<file path="src/slfb_pkg.sv">
package slfb_pkg;

   // Packed stream widths, padded to whole bytes.
   localparam int REQ_DATA_W = 48;
   localparam int RSP_DATA_W = 32;

   // Field widths.
   localparam int X_W     = 6;
   localparam int Y_W     = 4;
   localparam int CHAN_W  = 8;
   localparam int POS_W   = 8;
   localparam int GRB_W   = 24;
   localparam int GAIN_W  = 9;

   // Wide enough for any strip index of the largest matrix, and for the store depth.
   localparam int IDX_W = X_W + Y_W + 1;

   // Gain after reset: 1.0 in Q1.8.
   localparam logic [GAIN_W-1:0] GAIN_RESET = 9'd256;

   // Request kinds carried on tuser.
   typedef enum logic [1:0] {
      REQ_SET       = 2'd0,
      REQ_CLEAR     = 2'd1,
      REQ_CLEAR_ALL = 2'd2,
      REQ_READ      = 2'd3
   } req_kind_type;

   // Commands from the controller to the datapath.
   typedef struct packed {
      logic capture;
      logic do_write;
      logic do_clear;
      logic do_clear_all;
      logic do_read;
      logic load_rsp;
   } cmd_type;

   // Status from the datapath to the controller.
   typedef struct packed {
      req_kind_type kind;
      logic         out_free;
   } status_type;

endpackage

</file>
<file path="src/slfb_ctrl.sv">
module slfb_ctrl (
   input  logic                 clock,
   input  logic                 reset,
   input  logic                 req_tvalid,
   output logic                 req_tready,
   input  slfb_pkg::status_type status,
   output slfb_pkg::cmd_type    cmd
);

   typedef enum logic [2:0] {
      ST_IDLE = 3'b001,
      ST_EXEC = 3'b010,
      ST_RESP = 3'b100
   } state_type;

   state_type state_ff;
   state_type state_in;

   assign req_tready = (state_ff == ST_IDLE);

   // Next state and command decode.
   always_comb begin
      state_in         = state_ff;
      cmd              = '0;
      case (state_ff)
         ST_IDLE: begin
            if (req_tvalid) begin
               cmd.capture = 1'b1;
               state_in    = ST_EXEC;
            end
         end
         ST_EXEC: begin
            state_in = ST_IDLE;
            case (status.kind)
               slfb_pkg::REQ_SET:       cmd.do_write     = 1'b1;
               slfb_pkg::REQ_CLEAR:     cmd.do_clear     = 1'b1;
               slfb_pkg::REQ_CLEAR_ALL: cmd.do_clear_all = 1'b1;
               slfb_pkg::REQ_READ: begin
                  cmd.do_read = 1'b1;
                  state_in    = ST_RESP;
               end
               default: state_in = ST_IDLE;
            endcase
         end
         ST_RESP: begin
            // Wait until the result register can take the word.
            if (status.out_free) begin
               cmd.load_rsp = 1'b1;
               state_in     = ST_IDLE;
            end
         end
         default: state_in = ST_IDLE;
      endcase
   end

   // State register.
   always_ff @(posedge clock) begin
      if (reset) begin
         state_ff <= ST_IDLE;
      end else begin
         state_ff <= state_in;
      end
   end

endmodule

</file>
<file path="config.mk">
export PLATFORM = sky130hd
export DESIGN_NAME = slfb_ctrl
export DESIGN_NICKNAME = d
export VERILOG_FILES = /design/src/slfb_pkg.sv /design/src/slfb_ctrl.sv
export SDC_FILE = /design/constraint.sdc
export NUM_CORES = 1
export LEC_CHECK = 0
export BUFFER_PORTS_ARGS = -buffer_cell sky130_fd_sc_hd__buf_2
export CAP_MARGIN = 20
export CORE_AREA = 2 2 39 41
export DETAILED_ROUTE_END_ITERATION = 8
export DIE_AREA = 0 0 41 43
export GPL_TIMING_DRIVEN = 0
export PLACE_DENSITY = 0.37
export SETUP_SLACK_MARGIN = 0.15
export SKIP_LAST_GASP = 1
export SYNTH_ARGS = -nofsm -noshare
export SYNTH_HDL_FRONTEND = slang
export SYNTH_SLANG_ARGS = --single-unit
</file>
<file path="constraint.sdc">
create_clock -name clock -period 1.3 [get_ports clock]
set_input_delay 0.195 -clock clock [delete_from_list [all_inputs] [get_ports clock]]
set_output_delay 0.195 -clock clock [all_outputs]
set_load 0.05 [all_outputs]
</file>
* After elaboration in Yosys (flattened, before gate mapping)
Index checks and enable logic that the tools add are counted.
Word-level totals: bits of input ports 6, output and inout bits 7, logic and storage cells 24, register bits 3
Operators by class: eq/ne operators 8, reductions and logical operators 2, multiplexer cells 13
Operator list (number):
- 3-bit 2-to-1 mux | 3
- 3-bit case mux with 3 select lines | 1
- 1-bit 2-to-1 mux | 8
- 2-bit == test, second input constant | 2
- 4-bit 2-to-1 mux | 1
- 2-bit inequality test, second input constant | 2
- 3-bit by 1-bit == test with 1-bit output, second input constant | 1
- 3-bit by 2-bit == test with 1-bit output, second input constant | 1
- 3-bit == test, second input constant | 1
- 2-bit by 1-bit == test with 1-bit output, second input constant | 1
- 2-bit zero test | 1
- 2-bit AND reduction | 1

* Longest topological paths before layout
Gate-level depths: netlist of run 1.
depth after elaboration 3, depth in mapped cells 3, gate-level depth less buffers 3

* Worst setup path before layout of run 1
Ideal clock, no wire load.
kind flip-flop to output port, start point register state_ff[1], end point output cmd[4] (netlist bit), arrival time 1.841 ns, required time 1.105 ns, buffers on the path 0, cell stages (with the launch flop) 3, setup slack -0.736 ns, cell sequence dfxtp_1 > or3b_4 > nor3_1
RTL lines:
- start: declaration | line slfb_ctrl.sv:16 | state_type state_ff;
- start signal: assignment | line slfb_ctrl.sv:61 | state_ff <= state_in;
- end: declaration | line slfb_ctrl.sv:7 | output slfb_pkg::cmd_type cmd

==> results.toml, run 1 <==
[outcome]
outcome = "complete, but fails checks"
violations = "negative setup slack"

[grt]
grt_pass1_vias = 283
grt_max_degree = 6
antenna_found_initial = 0
track_usage = 0.100
grt_overflow = 0
grt_pass1_wl_mm = 1.10

[placed_design]
port_buffers = 12
dp.cells = 47
dpl_worst_slack_ps = -160
place_area_um2 = 319
gp_congestion = 0.648
hpwl_um = 413

[sta]
fin_hold_ws_ps = 137
rsz0062_at_grt = "true"
finalCriticalPeriod_ps = 1590
setup_violations = 7
slew_headroom = 0.739
post-route-worst-setup-slack_ps = -290
fin_crit_sh = 1.22
max_freq_mhz = 629
finalClockSkew_ps = 2.48
finalSetupTns_ps = -1430
worstMarginPinSlew_ps = 390
hold_viol = 0
maxSlewViolCount = 0

[finish]
fin_nets = 52
drive_above_1_share = 0.844
largest_register_ffs = 3
areaGrowthSynthToFinish_pct = 152
diodes = 0
fin_area_um2 = 508
instances_no_fill = 61
top_register = "state_ff"
reg.largest.list = "state_ff (3)"

[clock_tree]
cts_tree = "yes"
clkSinkCount = 3
root_buffer = "clkbuf_4"
htree_levels = 1
clkTransAtPathRegs_ps = 40
clk_latency_ps = 240
cts_made_buffers = 3
hold_buffers = 0
cts_buffer_depth = 2

[setup_path]
cp-start-kind = "flop"
cp_max_fo = 3
crit_required_ps = 1110
end_kind = "primary output"
arrival_ps = 1400
path_class = "flop to primary output"

[floorplan]
start_util = 0.146
fp.dieH_um = 43
dieWidth_um = 41
io_pins = 13
dieArea_um2 = 1760
core_um2 = 1380
row_count = 14

[logic_synthesis]
synth_nets = 25
netlist_instances = 19
ys_ff_latch = 3
synth_seq_area_share = 0.298
syn_area_um2 = 201
avgSynthCellArea_um2 = 10.6
yosys.cell_types.count = 14
ys_warn_count = 0

[flow_run]
maxCapViolCount = 0

[detailed_routing]
wirelength_um = 645
drt-pass1-iter-count = 1
ant_nets = 0
vias_per_cell = 4.11
vias = 251
drt_iter0_drc = 0
wl_per_cell_um = 10.6
drc = 0

[power]
p_leak_uw = 0.000223
pwr_density_cell_nw_per_um2 = 766
ir_drop_v = 0.000381

[min_path]
hp-class = "input pin to flop"
-- cells in the final DEF (no fill, tap or decap), drive strengths merged --
cell type	synthesis	layout
o31ai	1	1
dfxtp	3	3
buf	0	22
and3	1	1
nor4b	1	1
and4b	1	1
and2	1	1
nor2b	1	1
or3b	1	1
and4bb	1	1
nor2	1	1
a21oi	1	1
nor3b	3	3
inv	1	1
clkbuf	0	4
nor3	2	2
-- critical path, stage by stage, from the launching register on --
cell	delay, ps
dfxtp_4	330
or3b_4	440
nor3b_4	210
buf_6	180
-- repair_timing --
| item | 4_1_cts | 5_1_grt |
|---|---|---|
| endpoints found under the setup margin | 7 | 9 |
| setup buffers | 10 | 0 |
| resized for setup | 21 | 4 |
| pin swaps | 4 | 2 |
-- cell type report --
cell class,count,area [um2]
fillers,143,876
repair buffers,22,201
multi-input cells,15,185
flip-flops and latches,3,71.3
clock buffers,4,26.3
well taps,16,20.0
inverters,1,3.75
-- power by group --
part	internal (uW)	switching [uW]	total, uW	leakage [uW]
registers	93.6	3.07	96.6	0.0000261
logic	64.2	60.6	125	0.000182
clock network	115	52.4	168	0.0000150
total	273	116	389	0.000223
-- through the flow --
step	utilization	total power, uW
floorplan	-	156
global placement	0.231	180
detailed placement	0.231	181
CTS	0.351	387
global route	0.367	417
finish	0.367	389
-- cell usage after synthesis --
library cell | number | share of area
nor3_1 | 2 | 0.050
nor2_1 | 1 | 0.019
and3_1 | 1 | 0.031
and4b_1 | 1 | 0.050
inv_1 | 1 | 0.019
and2_1 | 1 | 0.031
dfxtp_1 | 3 | 0.30
or3b_4 | 1 | 0.056
o31ai_2 | 1 | 0.062
a21oi_1 | 1 | 0.025
nor2b_4 | 1 | 0.068
and4bb_2 | 1 | 0.062
nor3b_2 | 3 | 0.19
nor4b_1 | 1 | 0.043
-- metal layers --
metal | wire length [um] | global-route usage
met1 | 227 | 0.0990
met2 | 369 | 0.141
met3 | 34 | 0.0314
met4 | 14 | 0.120
met5 | 0 | 0
-- path summary, 6_finish.rpt --
check / start / end / slack [ps] / cells past startpoint
worst max register to register: state_ff[2] / state_ff[0] / 80 / 5
worst max-delay path: state_ff[2] / cmd[3] / -290 / 3
worst min register to register: state_ff[0] / state_ff[2] / 650 / 3
worst min-delay path: reset / state_ff[2] / 140 / 2
-- cells by family after synthesis --
logic type	after synthesis	synth area share
compound gates	2	0.0869
buf+inv	1	0.0186
flops	3	0.298
simple gates	13	0.596
(Power assumes the default switching activity.)
==> run 2: changes to the inputs <==
--- a/config.mk
+++ b/config.mk
@@ -5,6 +5,7 @@
 export SDC_FILE = /design/constraint.sdc
 export NUM_CORES = 1
 export LEC_CHECK = 0
+export ABC_AREA = 1
 export BUFFER_PORTS_ARGS = -buffer_cell sky130_fd_sc_hd__buf_2
 export CAP_MARGIN = 20
 export CORE_AREA = 2 2 39 41
@@ -12,6 +13,7 @@
 export DIE_AREA = 0 0 41 43
 export GPL_TIMING_DRIVEN = 0
 export PLACE_DENSITY = 0.37
+export RECOVER_POWER = 100
 export SETUP_SLACK_MARGIN = 0.15
 export SKIP_LAST_GASP = 1
 export SYNTH_ARGS = -nofsm -noshare
==> run 2 against run 1 <==
Compared with the run above: the run still ends with negative setup slack left; cell area down 5.2%; non-clock buffer count is 5 lower; maximum frequency grew 19%; sequential share of layout area rose by 0.25 points; worst hold slack better by 23 ps; worst setup slack improved by 260 ps; total power is 9.1% higher; sequential power grew 16%; sequential cell count stayed put; clock-buffer cell count unchanged; final cell count up 15%; highest routed layer is now met3.
==> results.toml, run 2 <==
[finish]
reg.largest.list = "state_ff (3)"
final_cell_mix = "inv_1 (7), buf_2 (5), buf_6 (5), buf_4 (5), nand2_1 (4)"
fin_nets = 61
seq_area_um2 = 68.8
final_common_cell = "inv_1"
multi_input_area_um2 = 180
fin_area_um2 = 482
largest_register_ffs = 3
areaGrowthSynthToFinish_pct = 138
drive_above_1_share = 0.704
diodes = 0
top_register = "state_ff"
final_util = 0.348
fill_cells = 156

[logic_synthesis]
synth.area.top_cells = "dfxtp_1 (30%), inv_1 (17%), nand3_1 (7.4%)"
ys_ff_latch = 3
netlist_instances = 33
synthFlopType = "dfxtp_1"
ys_warn_count = 0
syn_area_um2 = 203
synth_nets = 39
avgSynthCellArea_um2 = 6.14
yosys.area.top_type = "dfxtp_1"
async_flop_share = 0
yosys.cell_types.count = 12
synthTopCellsByCount = "inv_1 (9), nand2_1 (4), nor2_1 (4)"
synth_edf_count = 0
synth_seq_area_share = 0.296
synth.most_common_cell = "inv_1"
yosysTopAreaCellShare = 0.296

[sta]
worstMarginPinSlew_ps = 198
maxSlewViolCount = 0
finalSetupTns_ps = -69.8
finalClockSkew_ps = 1.37
rsz0062_at_grt = "true"
max_freq_mhz = 751
post-route-worst-setup-slack_ps = -31.2
finalCriticalPeriod_ps = 1330
hold_viol = 0
slew_headroom = 0.867
fin_crit_sh = 1.02
setup_violations = 3

[setup_path]
arrival_ps = 1140
crit_required_ps = 1110
path_class = "flop to primary output"
ff2ff_setup_slack_ps = 160
cp-startpoint = "state_ff[1]"
cp_max_fo = 3
reg2regPathDepth = 7
end_kind = "primary output"
r2r_start = "state_ff[1]"
cp-start-kind = "flop"

[floorplan]
core_um2 = 1380
row_count = 14
dieArea_um2 = 1760
dieWidth_um = 41
fp.dieH_um = 43
start_util = 0.146
io_pins = 13

[clock_tree]
clkTransAtPathRegs_ps = 40
cts_made_buffers = 3
root_buffer = "clkbuf_4"
cts_buffer_depth = 2
clk_latency_ps = 230
htree_levels = 1
cts_tree = "yes"
clkSinkCount = 3

[power]
swShare = 0.337
seq_power_share = 0.264
power_frac_comb = 0.361
ir_drop_v = 0.000300
clockPowerShare = 0.374
p_leak_uw = 0.000235
pwr_density_cell_nw_per_um2 = 882
switchingPower_uw = 143
p_total_uw = 425
internal_power_uw = 282

[detailed_routing]
wl_per_cell_um = 7.70
vias_per_cell = 3.74
ant_nets = 0
drt-pass1-iter-count = 3
drt_iter0_drc = 1
vias = 262
wirelength_um = 539
drc = 0

[flow_run]
maxCapViolCount = 0

[min_path]
min_path_cells = 2
worstHoldStart = "reset"
hp-class = "input pin to flop"

[grt]
grt_overflow = 0
track_usage = 0.0843
grt_pass1_wl_mm = 1.04
grt_max_degree = 6
antenna_found_initial = 0
grt_pass1_vias = 269

[placed_design]
port_buffers = 12
hpwl_um = 397
gp_congestion = 0.669
place_area_um2 = 340

[outcome]
outcome = "complete, but fails checks"
violations = "negative setup slack"
## run 2: repair_timing
item                                    in CTS  in global routing
resized for setup                           21                  4
pin swaps                                    2                  2
cloned                                       0                  0
buffers inserted                             4                  1
hold buffers                                 0                  0
endpoints found under the setup margin       7                  9
## run 2: power by group through the flow
| stage | sequential (uW) | combinational [uW] | clock, uW |
|---|---|---|---|
| after global routing | 114 | 167 | 180 |
| after detailed placement | 113 | 99.5 | 0 |
| after CTS | 113 | 144 | 169 |
| after floorplan | 111 | 74.6 | 0 |
| final | 112 | 153 | 159 |
| after global placement | 114 | 100 | 0 |
## run 2: cells by family (layout without fill, tap and decap cells)
group                  after synthesis  count (layout)  share of synthesized area
AND/OR/NAND/NOR                     19              19                      0.494
flip-flops                           3               3                      0.296
AO/OA/AOI/OAI                        1               1                     0.0247
buffers and inverters               10              31                      0.185
## run 2: worst max-delay path, stage by stage, from the launching register on
cell	delay, ps
dfxtp_4	350
buf_4	140
nor2_4	100
nand2_4	80
nor2_4	90
buf_8	150
## run 2: per-stage QoR
stage | instances | hold WS, ps | worst slack [ps]
finish | 70 | 159 | -31.2
global route | 70 | 164 | -91.9
CTS | 69 | 140 | -56.3
detailed placement | 61 | 392 | 82.5
global placement | 61 | 395 | 79.0
floorplan | 33 | 262 | 56.1
## run 2: layer usage
metal | part of all wire | routed length [um] | GRT usage | vias to the layer above
met5 | 0 | 0 | 0 | -
li1 | - | - | - | 141
met3 | 0.054 | 29 | 0.0314 | 0
met1 | 0.47 | 251 | 0.115 | 112
met4 | 0 | 0 | 0.0400 | 0
met2 | 0.48 | 258 | 0.113 | 9
## run 2: cell type report
| cell class | instances | area share |
|---|---|---|
| Tap cell | 16 | 0.0416 |
| Timing Repair Buffer | 17 | 0.309 |
| Clock buffer | 4 | 0.0545 |
| Sequential cell | 3 | 0.143 |
| Multi-Input combinational cell | 20 | 0.374 |
| Inverter | 10 | 0.0779 |
## run 2: worst paths after layout
kind,to
max,cmd[5]
min,state_ff[1]
max reg2reg,state_ff[0]
min reg2reg,state_ff[2]
